### src/rtl/core/go_back_n_sender_window_defines.svh
// Assertion macros for the go-back-n sender window RTL.
// No dependencies; included by files that carry concurrent assertions.
`ifndef GO_BACK_N_SENDER_WINDOW_DEFINES_SVH
`define GO_BACK_N_SENDER_WINDOW_DEFINES_SVH

// Same-cycle implication, disabled while reset is high.
`define GBNSW_ASSERT_NOW(label, clk, rst, ante, cons) \
  label: assert property (@(posedge clk) disable iff (rst) (ante) |-> (cons)) \
    else $error("gbnsw assertion failed");

// Next-cycle implication, disabled while reset is high.
`define GBNSW_ASSERT_NXT(label, clk, rst, ante, cons) \
  label: assert property (@(posedge clk) disable iff (rst) (ante) |=> (cons)) \
    else $error("gbnsw assertion failed");

`endif

### src/rtl/core/gbnsw_pkg.sv
// Package for the go-back-n sender window: widths, codes and shared types.
// No dependencies; every other RTL file but the defines header imports it.
package gbnsw_pkg;

  localparam int SEQ_BITS    = 16;
  localparam int MAX_WINDOW  = 8;
  localparam int CNT_BITS    = $clog2(MAX_WINDOW + 1);
  localparam int IDX_BITS    = (MAX_WINDOW > 1) ? $clog2(MAX_WINDOW) : 1;
  localparam int WIN_BITS    = 4;
  localparam int TMO_BITS    = 4;
  localparam int QUEUE_DEPTH = 2;

  localparam logic [TMO_BITS-1:0] TMO_MAX = 4'd15;

  // Command codes.
  localparam logic [1:0] CMD_START = 2'd0;
  localparam logic [1:0] CMD_ACK   = 2'd1;
  localparam logic [1:0] CMD_ROUND = 2'd2;

  // Result kinds.
  localparam logic [1:0] KIND_SEND  = 2'd0;
  localparam logic [1:0] KIND_WAIT  = 2'd1;
  localparam logic [1:0] KIND_DONE  = 2'd2;
  localparam logic [1:0] KIND_ABORT = 2'd3;

  typedef struct packed {
    logic [SEQ_BITS-1:0] total_packets;
    logic [WIN_BITS-1:0] win_size;
    logic [TMO_BITS-1:0] timeout_limit;
  } cfg_t;

  // One job: a single status result, or a burst of count sends from seq.
  typedef struct packed {
    logic [1:0]          kind;
    logic [SEQ_BITS-1:0] seq;
    logic [CNT_BITS-1:0] count;
    logic                retx;
  } job_t;

endpackage

### src/rtl/core/gbnsw_cmd_if.sv
// Channel interfaces for commands in and results out.
// Depends on gbnsw_pkg for field widths.
interface gbnsw_cmd_if import gbnsw_pkg::*; ();
  logic                valid;
  logic                ready;
  logic [1:0]          command;
  logic [SEQ_BITS-1:0] ack_seq;

  modport source (output valid, command, ack_seq, input ready);
  modport sink   (input valid, command, ack_seq, output ready);
endinterface

interface gbnsw_res_if import gbnsw_pkg::*; ();
  logic                valid;
  logic                ready;
  logic [1:0]          kind;
  logic [SEQ_BITS-1:0] send_seq;
  logic                retransmit;
  logic                last;

  modport source (output valid, kind, send_seq, retransmit, last, input ready);
  modport sink   (input valid, kind, send_seq, retransmit, last, output ready);
endinterface

### src/rtl/core/gbnsw_front.sv
// Front end: accepts commands, keeps the window state and emits one job per item.
// Depends on gbnsw_pkg and the command channel interface.
module gbnsw_front import gbnsw_pkg::*; (
  input  logic         clk,
  input  logic         rst,
  gbnsw_cmd_if.sink    cmd,
  input  cfg_t         cfg,
  input  logic         q_ready,
  output logic         push,
  output job_t         job
);

  logic [SEQ_BITS-1:0] base, base_next;
  logic [SEQ_BITS-1:0] nxt, nxt_next;
  logic [TMO_BITS-1:0] tcnt, tcnt_next;
  logic                ackr, ackr_next;
  logic                rew, rew_next;
  logic                act, act_next;

  logic                is_start;
  logic [TMO_BITS-1:0] tmo_inc;
  logic [CNT_BITS-1:0] win;
  logic [SEQ_BITS-1:0] adv_base, adv_next, lim, diff;
  logic [SEQ_BITS:0]   lim_wide, nb_wide;
  logic [SEQ_BITS-1:0] nb;
  logic                adv_rew, do_adv;

  assign cmd.ready = q_ready;
  assign push      = cmd.valid && q_ready;
  assign is_start  = (cmd.command == CMD_START);

  always_comb begin
    tmo_inc  = (tcnt < TMO_MAX) ? tcnt + 1'b1 : tcnt;
    win      = ({{(32-WIN_BITS){1'b0}}, cfg.win_size} > MAX_WINDOW)
               ? CNT_BITS'(MAX_WINDOW) : CNT_BITS'(cfg.win_size);
    // Window start after this item; a missed ack rewinds to the base.
    adv_base = is_start ? '0 : base;
    adv_next = is_start ? '0 : (!ackr ? base : nxt);
    adv_rew  = is_start ? 1'b0 : (!ackr || rew);
    lim_wide = {1'b0, adv_base} + (SEQ_BITS+1)'(win);
    lim      = (lim_wide > {1'b0, cfg.total_packets}) ? cfg.total_packets
                                                      : lim_wide[SEQ_BITS-1:0];
    diff     = lim - adv_next;
    nb_wide  = {1'b0, cmd.ack_seq} + 1'b1;
    nb       = (nb_wide > {1'b0, cfg.total_packets}) ? cfg.total_packets
                                                     : nb_wide[SEQ_BITS-1:0];
  end

  always_comb begin
    base_next = base;
    nxt_next  = nxt;
    tcnt_next = tcnt;
    ackr_next = ackr;
    rew_next  = rew;
    act_next  = act;
    do_adv    = 1'b0;
    job       = '{kind: KIND_WAIT, seq: '0, count: CNT_BITS'(1), retx: 1'b0};
    if (push) begin
      priority if (is_start) begin
        base_next = '0;
        tcnt_next = '0;
        ackr_next = 1'b0;
        rew_next  = 1'b0;
        act_next  = 1'b1;
        do_adv    = 1'b1;
      end else if (cmd.command == CMD_ACK) begin
        if (act && cmd.ack_seq >= base) begin
          base_next = nb;
          nxt_next  = (nxt < nb) ? nb : nxt;
          tcnt_next = '0;
          ackr_next = 1'b1;
          rew_next  = 1'b0;
        end
      end else if (cmd.command == CMD_ROUND && act) begin
        ackr_next = 1'b0;
        if (!ackr) begin
          tcnt_next = tmo_inc;
          if (tmo_inc >= cfg.timeout_limit) begin
            act_next = 1'b0;
            job.kind = KIND_ABORT;
          end else begin
            rew_next = 1'b1;
            do_adv   = 1'b1;
          end
        end else begin
          do_adv = 1'b1;
        end
      end else begin
        // The unused code and a round end while idle get the default waiting job.
      end
      if (do_adv) begin
        nxt_next = adv_next;
        if (adv_base >= cfg.total_packets) begin
          act_next = 1'b0;
          job.kind = KIND_DONE;
        end else if (adv_next < lim) begin
          job.kind  = KIND_SEND;
          job.seq   = adv_next;
          job.count = diff[CNT_BITS-1:0];
          job.retx  = adv_rew;
          nxt_next  = lim;
        end
      end
    end
  end

  always_ff @(posedge clk) begin
    if (rst) begin
      base <= '0;
      nxt  <= '0;
      tcnt <= '0;
      ackr <= 1'b0;
      rew  <= 1'b0;
      act  <= 1'b0;
    end else begin
      base <= base_next;
      nxt  <= nxt_next;
      tcnt <= tcnt_next;
      ackr <= ackr_next;
      rew  <= rew_next;
      act  <= act_next;
    end
  end

endmodule

### src/rtl/core/gbnsw_queue.sv
// Short job queue between the front end and the result sequencer.
// Depends on gbnsw_pkg for the job type and depth.
module gbnsw_queue import gbnsw_pkg::*; (
  input  logic clk,
  input  logic rst,
  input  logic push,
  input  job_t push_job,
  output logic not_full,
  input  logic pop,
  output logic head_valid,
  output job_t head_job
);

  localparam int PTR_BITS = (QUEUE_DEPTH > 1) ? $clog2(QUEUE_DEPTH) : 1;
  localparam int FILL_BITS = $clog2(QUEUE_DEPTH + 1);

  job_t                slots [QUEUE_DEPTH];
  logic [PTR_BITS-1:0] wr_ptr, rd_ptr;
  logic [FILL_BITS-1:0] fill;

  assign not_full   = (fill != FILL_BITS'(QUEUE_DEPTH));
  assign head_valid = (fill != '0);
  assign head_job   = slots[rd_ptr];

  always_ff @(posedge clk) begin
    if (push) begin
      slots[wr_ptr] <= push_job;
    end
  end

  always_ff @(posedge clk) begin
    if (rst) begin
      wr_ptr <= '0;
      rd_ptr <= '0;
      fill   <= '0;
    end else begin
      if (push) begin
        wr_ptr <= (wr_ptr == PTR_BITS'(QUEUE_DEPTH - 1)) ? '0 : wr_ptr + 1'b1;
      end
      if (pop) begin
        rd_ptr <= (rd_ptr == PTR_BITS'(QUEUE_DEPTH - 1)) ? '0 : rd_ptr + 1'b1;
      end
      fill <= fill + FILL_BITS'(push) - FILL_BITS'(pop);
    end
  end

endmodule

### src/rtl/core/gbnsw_back.sv
// Back end: expands each job into result items, one per cycle unless stalled, into an output register.
// Depends on gbnsw_pkg and the result channel interface.
module gbnsw_back import gbnsw_pkg::*; (
  input  logic       clk,
  input  logic       rst,
  input  logic       head_valid,
  input  job_t       head_job,
  output logic       pop,
  gbnsw_res_if.source res
);

  logic [IDX_BITS-1:0] idx;
  logic                load, is_last;
  logic                out_valid;

  assign load    = head_valid && (!out_valid || res.ready);
  assign is_last = ({{(32-IDX_BITS){1'b0}}, idx} + 1 == {{(32-CNT_BITS){1'b0}}, head_job.count});
  assign pop     = load && is_last;
  assign res.valid = out_valid;

  always_ff @(posedge clk) begin
    if (rst) begin
      out_valid <= 1'b0;
      idx       <= '0;
    end else begin
      if (load) begin
        out_valid <= 1'b1;
        idx       <= is_last ? '0 : idx + 1'b1;
      end else if (res.ready) begin
        out_valid <= 1'b0;
      end
    end
  end

  always_ff @(posedge clk) begin
    if (load) begin
      res.kind       <= head_job.kind;
      res.send_seq   <= head_job.seq + SEQ_BITS'(idx);
      res.retransmit <= head_job.retx;
      res.last       <= is_last;
    end
  end

endmodule

### src/rtl/core/go_back_n_sender_window.sv
// Top level of the go-back-n sender window: register port, front end, queue, back end.
// Depends on gbnsw_pkg, the channel interfaces, the submodules and the defines header.
//
// Usage. Commands arrive on the cmd channel (start, cumulative ack, round end),
// one item per valid/ready handshake. Results leave on the res channel: each
// command yields one status item (waiting, done or aborted), or a round of send
// requests with last set on the final one. total_packets, the window size and
// timeout_limit are written over the APB port at byte addresses 0, 4 and 8 while
// the block is idle; reads return the stored values.
// A command becomes a job in the queue, then its results pass the output register.
// A command yields 1 to 8 results, 8 for a full window; the back end emits one
// per cycle unless the receiver holds res.ready low.
// The front end can run up to two commands ahead, bounded by the two-entry job
// queue, so commands are taken while results still drain.
// Reset (rst, synchronous) makes the transfer idle, clears the window state and
// restores the registers to 1, 8 and 15. When the receiver holds res.ready low,
// the output register keeps its item, the queue fills, and cmd.ready drops.
`include "go_back_n_sender_window_defines.svh"

module go_back_n_sender_window import gbnsw_pkg::*; (
  input  logic        clk,
  input  logic        rst,
  gbnsw_cmd_if.sink   cmd,
  gbnsw_res_if.source res,
  input  logic        psel,
  input  logic        penable,
  input  logic        pwrite,
  input  logic [3:0]  paddr,
  input  logic [31:0] pwdata,
  output logic [31:0] prdata,
  output logic        pready
);

  localparam logic [1:0] REG_TOTAL   = 2'd0;
  localparam logic [1:0] REG_WINDOW  = 2'd1;
  localparam logic [1:0] REG_TIMEOUT = 2'd2;

  cfg_t cfg;
  logic wr_en;
  logic q_ready, push, pop, head_valid;
  job_t push_job, head_job;

  // Register port: writes land on the access phase; pready is tied high.
  assign pready = 1'b1;
  assign wr_en  = psel && penable && pwrite && pready;

  always_ff @(posedge clk) begin
    if (rst) begin
      cfg.total_packets <= SEQ_BITS'(1);
      cfg.win_size      <= WIN_BITS'(8);
      cfg.timeout_limit <= TMO_BITS'(15);
    end else if (wr_en) begin
      unique case (paddr[3:2])
        REG_TOTAL:   cfg.total_packets <= pwdata[SEQ_BITS-1:0];
        REG_WINDOW:  cfg.win_size      <= pwdata[WIN_BITS-1:0];
        REG_TIMEOUT: cfg.timeout_limit <= pwdata[TMO_BITS-1:0];
        default: ;
      endcase
    end
  end

  always_comb begin
    unique case (paddr[3:2])
      REG_TOTAL:   prdata = {{(32-SEQ_BITS){1'b0}}, cfg.total_packets};
      REG_WINDOW:  prdata = {{(32-WIN_BITS){1'b0}}, cfg.win_size};
      REG_TIMEOUT: prdata = {{(32-TMO_BITS){1'b0}}, cfg.timeout_limit};
      default:     prdata = '0;
    endcase
  end

  // The front end decides everything about a command in the cycle it is taken
  // and hands the back end a compact job: a status code or a run of sends.
  gbnsw_front u_front (
    .clk     (clk),
    .rst     (rst),
    .cmd     (cmd),
    .cfg     (cfg),
    .q_ready (q_ready),
    .push    (push),
    .job     (push_job)
  );

  gbnsw_queue u_queue (
    .clk        (clk),
    .rst        (rst),
    .push       (push),
    .push_job   (push_job),
    .not_full   (q_ready),
    .pop        (pop),
    .head_valid (head_valid),
    .head_job   (head_job)
  );

  // The back end walks a job one result per cycle unless res.ready stalls it, and owns the output register.
  gbnsw_back u_back (
    .clk        (clk),
    .rst        (rst),
    .head_valid (head_valid),
    .head_job   (head_job),
    .pop        (pop),
    .res        (res)
  );

  // A status result is always the only result of its command.
  `GBNSW_ASSERT_NOW(a_status_is_last, clk, rst, res.valid && res.kind != KIND_SEND, res.last)
  // Status results carry no sequence and no retransmit mark.
  `GBNSW_ASSERT_NOW(a_status_clean, clk, rst, res.valid && res.kind != KIND_SEND,
                    res.send_seq == '0 && !res.retransmit)
  // Every job queued by the front end produces between one and a full window of results.
  `GBNSW_ASSERT_NOW(a_job_count, clk, rst, push,
                    push_job.count != '0 && push_job.count <= CNT_BITS'(MAX_WINDOW))
  // A job at the queue head is taken as soon as the output register is free.
  `GBNSW_ASSERT_NXT(a_back_moves, clk, rst, head_valid && !res.valid, res.valid)

endmodule

### src/flat_wrapper.sv
// flat-port wrapper written by rule: the top's interface ports become plain ports
module go_back_n_sender_window_flat import gbnsw_pkg::*;
  (clk, rst, psel, penable, pwrite, paddr, pwdata, prdata, pready, cmd_valid, cmd_command, cmd_ack_seq, cmd_ready, res_valid, res_kind, res_send_seq, res_retransmit, res_last, res_ready);
  gbnsw_cmd_if cmd_i ();
  gbnsw_res_if res_i ();
  input  logic clk;
  input  logic rst;
  input  logic psel;
  input  logic penable;
  input  logic pwrite;
  input  logic [3:0] paddr;
  input  logic [31:0] pwdata;
  output logic [31:0] prdata;
  output logic pready;
  input wire logic [$bits(cmd_i.valid)-1:0] cmd_valid;
  input wire logic [$bits(cmd_i.command)-1:0] cmd_command;
  input wire logic [$bits(cmd_i.ack_seq)-1:0] cmd_ack_seq;
  output wire logic [$bits(cmd_i.ready)-1:0] cmd_ready;
  output wire logic [$bits(res_i.valid)-1:0] res_valid;
  output wire logic [$bits(res_i.kind)-1:0] res_kind;
  output wire logic [$bits(res_i.send_seq)-1:0] res_send_seq;
  output wire logic [$bits(res_i.retransmit)-1:0] res_retransmit;
  output wire logic [$bits(res_i.last)-1:0] res_last;
  input wire logic [$bits(res_i.ready)-1:0] res_ready;
  assign cmd_i.valid = cmd_valid;
  assign cmd_i.command = cmd_command;
  assign cmd_i.ack_seq = cmd_ack_seq;
  assign cmd_ready = cmd_i.ready;
  assign res_valid = res_i.valid;
  assign res_kind = res_i.kind;
  assign res_send_seq = res_i.send_seq;
  assign res_retransmit = res_i.retransmit;
  assign res_last = res_i.last;
  assign res_i.ready = res_ready;
  go_back_n_sender_window u_core (.clk(clk), .rst(rst), .cmd(cmd_i), .res(res_i), .psel(psel), .penable(penable), .pwrite(pwrite), .paddr(paddr), .pwdata(pwdata), .prdata(prdata), .pready(pready));
endmodule
### config.mk
export PLATFORM = sky130hd
export DESIGN_NAME = go_back_n_sender_window_flat
export DESIGN_NICKNAME = d
export VERILOG_FILES = /design/src/rtl/core/gbnsw_pkg.sv /design/src/rtl/core/gbnsw_cmd_if.sv /design/src/rtl/core/gbnsw_front.sv /design/src/rtl/core/gbnsw_queue.sv /design/src/rtl/core/gbnsw_back.sv /design/src/rtl/core/go_back_n_sender_window.sv /design/src/flat_wrapper.sv
export VERILOG_INCLUDE_DIRS = /design/src /design/src/rtl/core
export SDC_FILE = /design/constraint.sdc
export NUM_CORES = 1
export LEC_CHECK = 0
export BUFFER_PORTS_ARGS = -buffer_cell sky130_fd_sc_hd__buf_4
export CORE_MARGIN = 2
export CORE_UTILIZATION = 58
export CTS_CLUSTER_DIAMETER = 80
export DETAILED_ROUTE_END_ITERATION = 10
export PLACE_DENSITY = 0.79
export SYNTH_ARGS = -nofsm -noshare
export SYNTH_HDL_FRONTEND = slang
export SYNTH_SLANG_ARGS = --single-unit
### constraint.sdc
create_clock -name clk -period 10.25 [get_ports clk]
set_clock_uncertainty 0.15 [all_clocks]
set_input_delay 1.025 -clock clk [delete_from_list [all_inputs] [get_ports clk]]
set_output_delay 1.025 -clock clk [all_outputs]
set_load 0.05 [all_outputs]
==> results.json <==
{
  "gp_congestion": 1.01,
  "path_depth": 27,
  "ff2ff_path_depth": 26,
  "antenna_found_initial": 0,
  "peakVddDrop_mv": 0.150,
  "yosys-top-cells-area": "edfxtp_1, dfxtp_1, ha_1",
  "hold-path-cell-count": 2,
  "setup_viol": 0,
  "cts_resized": 0,
  "r2r_start": "u_core.u_front.base[0]",
  "grt_max_degree": 78,
  "clock-sinks": 138,
  "outcome": "finished, final reports clean",
  "dp_hpwl_microns": 19800,
  "initial_core_util_pct": 59.2,
  "wl_per_cell_microns": 18.3,
  "clock_latency_ns": 0.44,
  "nFillCells": 1473,
  "min_period_ns": 8.43,
  "portBuffers": 80,
  "period_share_pct": 82.2,
  "final_max_slew_viol_count": 0,
  "p_seq_share_pct": 36.4,
  "syn2layout_area_growth_pct": 12.7,
  "netlist_area_sq_mm": 0.0102,
  "vias_per_cell": 6.18,
  "r2r_end": "u_core.u_front.nxt[4]",
  "start_kind": "primary input",
  "maxSlewHeadroom_pct": 22.5,
  "design_area_sq_mm": 0.0115,
  "clockRootBuffer": "clkbuf_16",
  "drv_cap": 0,
  "holdPathEnd": "u_core.u_front.tcnt[3]",
  "nets": 1348,
  "dr.pass1.iters": 6,
  "min_path_type": "reg -> reg",
  "rrSetupSlack_ns": 2.46,
  "cp.buffers_inverters": 3,
  "p_sw_mw": 0.723,
  "ys_types": 69,
  "worst_setup_path_end_kind": "flop",
  "cts.path.max_buffers": 2,
  "fin_util_pct": 66.7,
  "path_delay_family": "compound AO/OA/AOI/OAI gates",
  "rsz0062_at_grt": "no",
  "grt_pass1_wl_microns": 41500,
  "p_sw_share_pct": 36.0,
  "required_ns": 10.44,
  "fmax_mhz": 119,
  "die_w_microns": 137,
  "arrival_ns": 8.62,
  "drc": 0,
  "rows": 48,
  "hold_ws_ns": 0.326,
  "postCtsSetupRepairBufs": 0,
  "dieArea_sq_mm": 0.0187,
  "synth_top_flop_cell": "dfxtp_1",
  "yosysTopAreaCell": "edfxtp_1",
  "critPathKind": "in -> reg",
  "n_antenna_cell": 0,
  "setup-tns-final_ns": 0,
  "placedInstanceArea_sq_mm": 0.0109,
  "regArea_sq_mm": 0.00342,
  "core_area_sq_mm": 0.0173,
  "p_clk_share_pct": 32.4,
  "cts_tree": "done",
  "hold_viol_final": 0,
  "vias": 8711,
  "slowest_delay_ns": 0.63,
  "synth_most_common_cell": "ha_1",
  "track_usage_pct": 28.6,
  "synth_top_cell_area_share_pct": 19.4,
  "drt.antenna.violating_nets": 0,
  "drive_gt1_share_pct": 13.6,
  "htree_levels": 4,
  "power_frac_comb_pct": 31.2,
  "layout_setup_ws_ns": 1.82,
  "cts-hold-fix-buffers": 0,
  "multi_input_area_sq_mm": 0.00626,
  "p_int_mw": 1.28,
  "ys_seq_area_share_pct": 33.4,
  "grt_remaining_overflow": 0,
  "dieHeight_microns": 137,
  "cpMaxStageDelayCell": "a211oi_4",
  "numCtsBuffers": 17,
  "synth_warnings": 0,
  "wl_microns": 25700,
  "leakage_nw": 4.63,
  "async_flop_share_pct": 0,
  "preCtsSetupSlack_ns": 1.61,
  "holdCritStartpoint": "u_core.u_front.tcnt[3]",
  "syn_inst": 1115,
  "clk_pin_slew_ns": 0.06,
  "drtIter0Drc": 670,
  "ios": 116,
  "powerDensity_mw_per_mm2": 174,
  "ys_ff_latch": 138,
  "synth_edf_count": 66,
  "avgSynthCellArea_sq_um": 9.18,
  "tightest_slew_ns": 1.16,
  "grt_pass1_vias": 8061,
  "crit_path_max_fanout": 18,
  "synthTopCellsByCount": "ha_1, nor2_1, inv_1"
}
==> metrics by stage <==
step	cells	power (mW)
after global routing	1410	2.09
after CTS	1410	2.01
after global placement	1378	1.35
after detailed placement	1378	1.36
after floorplan	1130	1.21
final	1410	2.01
==> flip-flops by register name (all words and copies together), names as in the netlist, 2 cells and up, named ones only <==
name                        flops
u_core.u_front.tcnt             4
u_core.u_queue.slots           46
u_core.u_back.idx               3
u_core.u_back.res.kind          2
u_core.u_front.nxt             16
u_core.cfg                     24
u_core.u_back.res.send_seq     16
u_core.u_queue.fill             2
u_core.u_front.base            16
==> cell type report <==
type                       count  share of cell area (%)
timing repair buffer          89                    5.79
tap                          225                    2.44
clock inverter                14                    1.54
sequential                   138                    29.7
clock buffer                  18                    3.90
multi-input combinational    851                    54.2
inverter                      75                    2.44
==> routing by layer <==
metal  wire length, microns  GRT usage, %  vias to the layer above
met5                      0             0                        -
met1                  11200          38.3                     4097
met3                   1800          4.63                       67
met2                  11800          46.6                      355
li1                       -             -                     4192
met4                    916          11.1                        0
==> kinds of logic after synthesis <==
logic type / count (synthesis) / synth area share [%]
flops: 138 / 33.4
fa+ha+maj: 115 / 14.3
mux: 79 / 8.01
compound gates: 236 / 16.2
buf+inv: 141 / 6.10
other cells: 2 / 0.0733
xor+xnor: 54 / 4.62
simple gates: 350 / 17.3
==> worst register-to-register path, stage by stage, from the launching register on <==
cell and delay (ns):
dfxtp_1 0.42, and2_1 0.19, ha_1 0.20, inv_1 0.06, fa_1 0.39, nand2b_1 0.16
o2bb2ai_1 0.30, nor2_1 0.27, nand4_1 0.18, xnor2_1 0.19, ha_1 0.32, nand4_1 0.16
or3_1 0.42, a31o_2 0.23, a41oi_1 0.39, or2_2 0.55, mux2_2 0.43, ha_1 0.36
and4b_1 0.24, nor3_1 0.11, o21ai_0 0.16, a211oi_1 0.20, mux2i_1 0.20, a211oi_4 0.63
buf_4 0.30, mux2_2 0.36, o211ai_1 0.15
==> worst max-delay path by stage <==
stage / slack [ns] / start / endpoint
after floorplan: 2.33 / cmd_command[1] / u_core.u_front.nxt[0]
after global routing: 1.45 / cmd_command[1] / u_core.u_front.nxt[6]
after global placement: 1.67 / cmd_command[1] / u_core.u_front.nxt[6]
after detailed placement: 1.61 / cmd_command[1] / u_core.u_front.nxt[4]
after CTS: 2.02 / cmd_command[1] / u_core.u_front.nxt[4]
final: 1.82 / cmd_command[1] / u_core.u_front.nxt[4]
==> power by group through the flow <==
stage | combinational [mW] | clock [mW] | sequential, mW
after floorplan | 0.319 | 0 | 0.888
after global placement | 0.612 | 0 | 0.737
after detailed placement | 0.622 | 0 | 0.742
after CTS | 0.626 | 0.656 | 0.731
after global routing | 0.674 | 0.680 | 0.740
final | 0.626 | 0.649 | 0.730
==> placed cells by master (no fill, tap or decap), types with 8 or more instances in the layout <==
master and count:
xor2_1 21, nand3_1 27, ha_1 112, nand2_1 68
a211oi_1 9, nor2_1 90, nor4_1 12, xnor2_1 33
buf_4 89, nor2b_1 39, o21ai_0 37, edfxtp_1 66
a2111oi_0 8, inv_1 75, clkbuf_16 18, mux2i_1 55
and3_1 10, o221ai_1 9, a21o_1 25, dfxtp_1 72
o32ai_1 16, o211ai_1 12, conb_1 17, nand2b_1 16
nand4_1 23, a21oi_1 64, nor3_1 25, mux2_2 23
Power figures use the tool's default switching activity.
